**src/hdl/nps_pkg.sv**
```systemverilog
package nps_pkg;

  localparam int MAX_ENTRIES = 16;
  localparam int IDX_W       = $clog2(MAX_ENTRIES);
  localparam int CNT_W       = $clog2(MAX_ENTRIES + 1);

  localparam logic [2:0]  TOP_PRIORITY = 3'd4;
  localparam logic [2:0]  LOW_PRIORITY = 3'd1;
  localparam logic [15:0] TIME_MAX     = 16'hFFFF;

  localparam logic CMD_LOAD = 1'b0;
  localparam logic CMD_TICK = 1'b1;

  typedef struct packed {
    logic       cmd;
    logic [7:0] proc_name;
    logic [2:0] proc_priority;
    logic [7:0] arrival_time;
    logic [7:0] run_time;
  } in_item_t;

  typedef struct packed {
    logic        load_ok;
    logic        ran;
    logic [7:0]  ran_name;
    logic        started;
    logic        finished;
    logic [15:0] tick_time;
  } out_item_t;

  typedef struct packed {
    logic [7:0] name;
    logic [2:0] priority_lvl;
    logic [7:0] arrival;
    logic [7:0] remaining;
  } job_t;

  typedef enum logic [2:0] {
    ST_IDLE,
    ST_SCAN,
    ST_RUN_RD,
    ST_RUN_EX,
    ST_EMIT
  } state_t;

endpackage

```
**src/hdl/nonpreemptive_priority_scheduler.sv**
```systemverilog
// Non-preemptive highest-priority-first job scheduler.
// Input channel (in_valid/in_ready/in_data) takes one item at a time: a load
// appends a job to a 16-entry table in load order unless it is full, a tick
// runs one quantum. Output channel (out_valid/out_ready/out_data) returns
// exactly one result per item, held in an output register until the receiver
// takes it. A tick with no running job scans the table through the single
// read port of the job memory, one entry per cycle.
// in_ready is high only in the idle state, so one item is in flight; the
// next item can be taken while the previous result still waits at the output.
// A stalled receiver holds the result; a further result waits inside until
// the output register frees up.
// Reset clears the job count, the running flag and the quantum counter; the
// table contents are not cleared, since only loaded entries are read.
module nonpreemptive_priority_scheduler (
  input  logic              clk,
  input  logic              rst,
  input  logic              in_valid,
  output logic              in_ready,
  input  nps_pkg::in_item_t in_data,
  output logic              out_valid,
  input  logic              out_ready,
  output nps_pkg::out_item_t out_data
);

  nps_pkg::state_t state, state_next;

  nps_pkg::job_t mem [nps_pkg::MAX_ENTRIES];
  nps_pkg::job_t rd_data;
  logic [nps_pkg::IDX_W-1:0] rd_addr;
  logic                      wr_en;
  logic [nps_pkg::IDX_W-1:0] wr_addr;
  nps_pkg::job_t             wr_data;

  logic [nps_pkg::CNT_W-1:0] entry_count, entry_count_next;
  logic                      running_flag, running_flag_next;
  logic [nps_pkg::IDX_W-1:0] running_index, running_index_next;
  logic [15:0]               current_time, current_time_next;

  logic [nps_pkg::CNT_W-1:0] scan_cnt, scan_cnt_next;
  logic                      cmp_vld, cmp_vld_next;
  logic [nps_pkg::IDX_W-1:0] cmp_idx, cmp_idx_next;
  logic                      best_vld, best_vld_next;
  logic [nps_pkg::IDX_W-1:0] best_idx, best_idx_next;
  logic [2:0]                best_pri, best_pri_next;
  logic [nps_pkg::IDX_W-1:0] sel_idx, sel_idx_next;
  logic                      sel_start, sel_start_next;

  nps_pkg::out_item_t res, res_next;
  logic               out_valid_next;
  nps_pkg::out_item_t out_data_next;

  logic       in_xfer;
  logic       elig;
  logic [7:0] rem_dec;

  assign in_ready = (state == nps_pkg::ST_IDLE);
  assign in_xfer  = in_valid && in_ready;
  assign rem_dec  = rd_data.remaining - 8'd1;

  // Candidate beats the current best only on strictly higher priority, so the
  // earliest entry wins among equals.
  assign elig = cmp_vld
             && (rd_data.priority_lvl >= nps_pkg::LOW_PRIORITY)
             && (rd_data.priority_lvl <= nps_pkg::TOP_PRIORITY)
             && ({8'd0, rd_data.arrival} <= current_time)
             && (rd_data.remaining != 8'd0)
             && (rd_data.priority_lvl > best_pri);

  always_ff @(posedge clk) begin
    if (wr_en) begin
      mem[wr_addr] <= wr_data;
    end
    rd_data <= mem[rd_addr];
  end

  always_ff @(posedge clk) begin
    if (rst) begin
      state         <= nps_pkg::ST_IDLE;
      entry_count   <= '0;
      running_flag  <= 1'b0;
      running_index <= '0;
      current_time  <= '0;
      cmp_vld       <= 1'b0;
      out_valid     <= 1'b0;
    end else begin
      state         <= state_next;
      entry_count   <= entry_count_next;
      running_flag  <= running_flag_next;
      running_index <= running_index_next;
      current_time  <= current_time_next;
      cmp_vld       <= cmp_vld_next;
      out_valid     <= out_valid_next;
    end
  end

  always_ff @(posedge clk) begin
    scan_cnt  <= scan_cnt_next;
    cmp_idx   <= cmp_idx_next;
    best_vld  <= best_vld_next;
    best_idx  <= best_idx_next;
    best_pri  <= best_pri_next;
    sel_idx   <= sel_idx_next;
    sel_start <= sel_start_next;
    res       <= res_next;
    out_data  <= out_data_next;
  end

  always_comb begin
    state_next         = state;
    entry_count_next   = entry_count;
    running_flag_next  = running_flag;
    running_index_next = running_index;
    current_time_next  = current_time;
    scan_cnt_next      = scan_cnt;
    cmp_vld_next       = 1'b0;
    cmp_idx_next       = cmp_idx;
    best_vld_next      = best_vld;
    best_idx_next      = best_idx;
    best_pri_next      = best_pri;
    sel_idx_next       = sel_idx;
    sel_start_next     = sel_start;
    res_next           = res;
    rd_addr            = sel_idx;
    wr_en              = 1'b0;
    wr_addr            = entry_count[nps_pkg::IDX_W-1:0];
    wr_data            = rd_data;
    out_valid_next     = out_valid && !out_ready;
    out_data_next      = out_data;

    unique case (state)
      nps_pkg::ST_IDLE: begin
        if (in_xfer) begin
          res_next = '0;
          if (in_data.cmd == nps_pkg::CMD_LOAD) begin
            if (entry_count < nps_pkg::CNT_W'(nps_pkg::MAX_ENTRIES)) begin
              wr_en                = 1'b1;
              wr_data.name         = in_data.proc_name;
              wr_data.priority_lvl = in_data.proc_priority;
              wr_data.arrival      = in_data.arrival_time;
              wr_data.remaining    = in_data.run_time;
              entry_count_next     = entry_count + 1'b1;
              res_next.load_ok     = 1'b1;
            end
            state_next = nps_pkg::ST_EMIT;
          end else begin
            res_next.tick_time = current_time;
            if (running_flag) begin
              sel_idx_next   = running_index;
              sel_start_next = 1'b0;
              state_next     = nps_pkg::ST_RUN_RD;
            end else begin
              scan_cnt_next = '0;
              best_vld_next = 1'b0;
              best_pri_next = '0;
              state_next    = nps_pkg::ST_SCAN;
            end
          end
        end
      end

      nps_pkg::ST_SCAN: begin
        if (elig) begin
          best_vld_next = 1'b1;
          best_idx_next = cmp_idx;
          best_pri_next = rd_data.priority_lvl;
        end
        if (scan_cnt < entry_count) begin
          // issue the next table read; its compare lands next cycle
          rd_addr       = scan_cnt[nps_pkg::IDX_W-1:0];
          cmp_vld_next  = 1'b1;
          cmp_idx_next  = scan_cnt[nps_pkg::IDX_W-1:0];
          scan_cnt_next = scan_cnt + 1'b1;
        end else if (!cmp_vld) begin
          if (best_vld) begin
            sel_idx_next   = best_idx;
            sel_start_next = 1'b1;
            state_next     = nps_pkg::ST_RUN_RD;
          end else begin
            if (current_time != nps_pkg::TIME_MAX) begin
              current_time_next = current_time + 16'd1;
            end
            state_next = nps_pkg::ST_EMIT;
          end
        end
      end

      nps_pkg::ST_RUN_RD: begin
        rd_addr    = sel_idx;
        state_next = nps_pkg::ST_RUN_EX;
      end

      nps_pkg::ST_RUN_EX: begin
        if (!sel_start && rd_data.remaining == 8'd0) begin
          // stale running job: drop it and fall back to a full scan
          running_flag_next = 1'b0;
          scan_cnt_next     = '0;
          best_vld_next     = 1'b0;
          best_pri_next     = '0;
          state_next        = nps_pkg::ST_SCAN;
        end else begin
          wr_en              = 1'b1;
          wr_addr            = sel_idx;
          wr_data.remaining  = rem_dec;
          res_next.ran       = 1'b1;
          res_next.ran_name  = rd_data.name;
          res_next.started   = sel_start;
          res_next.finished  = (rem_dec == 8'd0);
          running_flag_next  = (rem_dec != 8'd0);
          running_index_next = sel_idx;
          if (current_time != nps_pkg::TIME_MAX) begin
            current_time_next = current_time + 16'd1;
          end
          state_next = nps_pkg::ST_EMIT;
        end
      end

      nps_pkg::ST_EMIT: begin
        // hold the result until the output register is free
        if (!out_valid || out_ready) begin
          out_valid_next = 1'b1;
          out_data_next  = res;
          state_next     = nps_pkg::ST_IDLE;
        end
      end

      default: begin
        state_next = nps_pkg::ST_IDLE;
      end
    endcase
  end

  a_count_bound: assert property (@(posedge clk) disable iff (rst)
    entry_count <= nps_pkg::CNT_W'(nps_pkg::MAX_ENTRIES))
    else $error("job count beyond table size");

  a_running_loaded: assert property (@(posedge clk) disable iff (rst)
    running_flag |-> ({1'b0, running_index} < entry_count))
    else $error("running job outside loaded entries");

  a_scan_bound: assert property (@(posedge clk) disable iff (rst)
    (state == nps_pkg::ST_SCAN) |-> (scan_cnt <= entry_count))
    else $error("scan ran past loaded entries");

  a_emit_once: assert property (@(posedge clk) disable iff (rst)
    (state == nps_pkg::ST_EMIT && (!out_valid || out_ready))
      |=> (out_valid && state == nps_pkg::ST_IDLE))
    else $error("result not moved to output register");

endmodule
```
**config.mk**
```make
export PLATFORM = sky130hd
export DESIGN_NAME = nonpreemptive_priority_scheduler
export DESIGN_NICKNAME = d
export VERILOG_FILES = /design/src/hdl/nps_pkg.sv /design/src/hdl/nonpreemptive_priority_scheduler.sv
export SDC_FILE = /design/constraint.sdc
export NUM_CORES = 1
export LEC_CHECK = 0
export ABC_AREA = 1
export BUFFER_PORTS_ARGS = -buffer_cell sky130_fd_sc_hd__buf_2
export CORE_UTILIZATION = 45
export CTS_CLUSTER_SIZE = 40
export DETAILED_ROUTE_END_ITERATION = 8
export GPL_TIMING_DRIVEN = 0
export SKIP_LAST_GASP = 1
export SYNTH_ARGS = -nofsm -noshare
export SYNTH_HDL_FRONTEND = slang
export SYNTH_SLANG_ARGS = --single-unit
export TNS_END_PERCENT = 10
```
**constraint.sdc**
```tcl
create_clock -name clk -period 11.29 [get_ports clk]
set_clock_uncertainty 0.15 [all_clocks]
set_input_delay 1.129 -clock clk [delete_from_list [all_inputs] [get_ports clk]]
set_output_delay 1.129 -clock clk [all_outputs]
set_load 0.02 [all_outputs]
```
==> results.sh <==
export IMPL_ir_worst_vdd_mv=0.126
export IMPL_synth_top_cells_by_count="510 x edfxtp_1, 474 x nand2_1, 463 x nand3_1"
export IMPL_clock_sinks=568
export IMPL_slew_viol_final=0
export IMPL_postSynthCellCount=2364
export IMPL_area_growth_pct=15.4
export IMPL_p_per_area_mw_per_mm2=247
export IMPL_cts_setup_buffers=0
export IMPL_num_nets_final=2567
export IMPL_startpoint_type="register"
export IMPL_grt_pass1_wl_um=107000
export IMPL_fin_tns_setup_ns=0
export IMPL_postCtsHoldBufs=0
export IMPL_cts_buffers=59
export IMPL_pre_cts_ws_ns=6.71
export IMPL_via_per_inst=5.42
export IMPL_yosysTopAreaCell="edfxtp_1"
export IMPL_synth_fp_nets=2416
export IMPL_fp_dieH_um=236
export IMPL_critical_path_class="reg2reg"
export IMPL_synth_avg_cell_area_sq_um=10.5
export IMPL_fin_total_pwr_w=0.00705
export IMPL_drtIter0Drc=1904
export IMPL_cts_resized=0
export IMPL_cts_buffer_depth=3
export IMPL_yosysMostFrequentCell="edfxtp_1"
export IMPL_antenna_found_initial=3
export IMPL_yosysWarnings=0
export IMPL_max_clock_freq_mhz=235
export IMPL_drv_cap=0
export IMPL_synthDominantCellAreaShare=0.620
export IMPL_synth_distinct_cells=38
export IMPL_design_die_area_sq_mm=0.0558
export IMPL_rows=85
export IMPL_ys_async_sr_fraction=0
export IMPL_ys_top_cells_by_area="edfxtp_1 62%, nand3_1 9.4%, nand2_1 7.2%, inv_1 6.7%, dfxtp_1 4.7%"
export IMPL_synth_edf_count=510
export IMPL_fin_util=0.528
export IMPL_worst_slew_pin_slew_ns=1.30
export IMPL_ant_nets=0
export IMPL_final_cell_area_sq_mm=0.0285
export IMPL_cp_arrival_ns=4.34
export IMPL_fin_crit_sh=0.377
export IMPL_worstHoldPathType="reg2reg"
export IMPL_dpl_instance_area_sq_mm=0.0265
export IMPL_drive_above_1_share=0.110
export IMPL_max_slew_margin=0.124
export IMPL_io_pins=62
export IMPL_ys_ff_latch=568
export IMPL_wl_per_cell_um=22.3
export IMPL_root_buffer="clkbuf_16"
export IMPL_required_ns=11.37
export IMPL_grt_max_degree=29
export IMPL_rsz0062_at_grt="no"
export IMPL_clk_latency_ns=0.63
export IMPL_ys_seq_area_frac=0.667
export IMPL_start_util=0.457
export IMPL_clk_pin_slew_worst_paths_ns=0.06
export IMPL_overflow=0
export IMPL_hold_violations=0
export IMPL_synth_flop_cell="edfxtp_1"
export IMPL_track_usage=0.260
export IMPL_core_sq_mm=0.0540
export IMPL_place_congestion=0.897
export IMPL_crit_chain="inv_2 > nand2_2 > nor2_1 > inv_2 > nor2_2 > nand2_1 > nand2_2 > nand3_1 > nor2_4"
export IMPL_portBuffers=61
export IMPL_outcome="completed"
export IMPL_cpMaxStageDelayCell="nor2_4"
export IMPL_max_stage_delay_ns=0.92
export IMPL_netlist_area_sq_mm=0.0247
export IMPL_p_leak_nw=11.8
export IMPL_drt_wl_total_um=72700
export IMPL_htree_levels=2
export IMPL_setup_violations_final=0
export IMPL_grt_pass1_vias=16800
export IMPL_dr_pass1_iters=5
export IMPL_dieWidth_um=236
export IMPL_dp_hpwl_um=49700
export IMPL_cts_tree="done"
export IMPL_drc_errors=0
export IMPL_fin_crit_ns=4.25
export IMPL_cp_max_fo=27
export IMPL_postLayoutSetupSlackWorst_ns=7.04
export IMPL_endpoint_kind="register"
export IMPL_vias=17700
-- final timing paths --
| check | from | endpoint | slack, ns | cells past startpoint |
|---|---|---|---|---|
| worst max-delay path | state[2]$_SDFFE_PP0P_ | mem[11][22]$_DFFE_PP_ | 7.04 | 9 |
| worst min-delay path | res[14]$_SDFFCE_PN0P_ | out_data[14]$_DFFE_PP_ | 0.27 | 0 |
| worst max register to register | state[2]$_SDFFE_PP0P_ | mem[11][22]$_DFFE_PP_ | 7.04 | 9 |
| worst min register to register | res[14]$_SDFFCE_PN0P_ | out_data[14]$_DFFE_PP_ | 0.27 | 0 |
-- metal layers --
layer  part of all wire  wire length, um  up-vias  track usage
li1                   -                -     8159            -
met1               0.41            29800     8487        0.357
met3              0.097             7050      139       0.0494
met2               0.46            33200      900        0.411
met5            0.00017               12        -            0
met4              0.036             2600        2       0.0964
-- cells in the final DEF (no fill, tap or decap), types with 8 or more instances in the layout --
cell,count
nand3_1,463
nand3b_1,80
clkinv_2,15
dfxtp_1,58
o21ai_0,19
xor2_1,13
a21oi_1,30
buf_1,11
edfxtp_1,510
nand2_1,474
nor2_1,43
clkbuf_1,50
buf_16,9
nor3_1,13
bufinv_16,8
nor2_4,17
clkinv_1,14
buf_4,12
clkbuf_16,61
nand4_1,10
o21ai_1,12
inv_1,442
inv_2,8
ha_1,20
buf_2,116
-- flip-flops by register name, indices dropped and copies added, names as in the netlist --
signal         count
best_pri           3
sel_idx            4
rd_data           27
out_valid          1
cmp_vld            1
mem              432
scan_cnt           5
best_vld           1
res               28
running_flag       1
entry_count        5
cmp_idx            4
sel_start          1
out_data          28
current_time      16
state              3
best_idx           4
running_index      4
-- worst max-delay path, delay by kind of cell (launching register included) --
family                 cells  cell delay, ns
buffers and inverters      2            0.15
flip-flops                 1            0.34
AND/OR/NAND/NOR            7            3.20
-- report_power, final --
| group | leakage (nW) | internal, W | switching (W) | total, W |
|---|---|---|---|---|
| Clock | 0.973 | 0.00118 | 0.000824 | 0.00200 |
| Combinational | 5.71 | 0.000510 | 0.00163 | 0.00214 |
| Sequential | 5.13 | 0.00281 | 0.0000894 | 0.00290 |
| Total | 11.8 | 0.00450 | 0.00255 | 0.00705 |
-- metrics by stage --
stage / cells / hold slack [ns]
after floorplan: 2364 / 0.250
after global placement: 3121 / 0.251
after CTS: 3260 / 0.269
final: 3262 / 0.267
after global routing: 3261 / 0.272
after detailed placement: 3149 / 0.255
-- cell families after synthesis --
| kind of cell | Yosys count | synth area share |
|---|---|---|
| compound gates | 83 | 0.0197 |
| xor+xnor | 15 | 0.00532 |
| fa+ha+maj | 20 | 0.0101 |
| buf+inv | 563 | 0.0889 |
| flops | 568 | 0.667 |
| simple gates | 1115 | 0.209 |
-- layout make-up --
class                   instances  area [sq um]
plain buffers                 113           508
flip-flops and latches        568         16500
clock buffers                  70          1580
diodes                          1          2.50
inverters                     450          1690
multi-input cells            1233          6200
well taps                     696           871
fillers                      4664         25500
clock inverters                41           399
repair buffers                 90           796
Note: power is estimated with default switching activity, not from simulation.
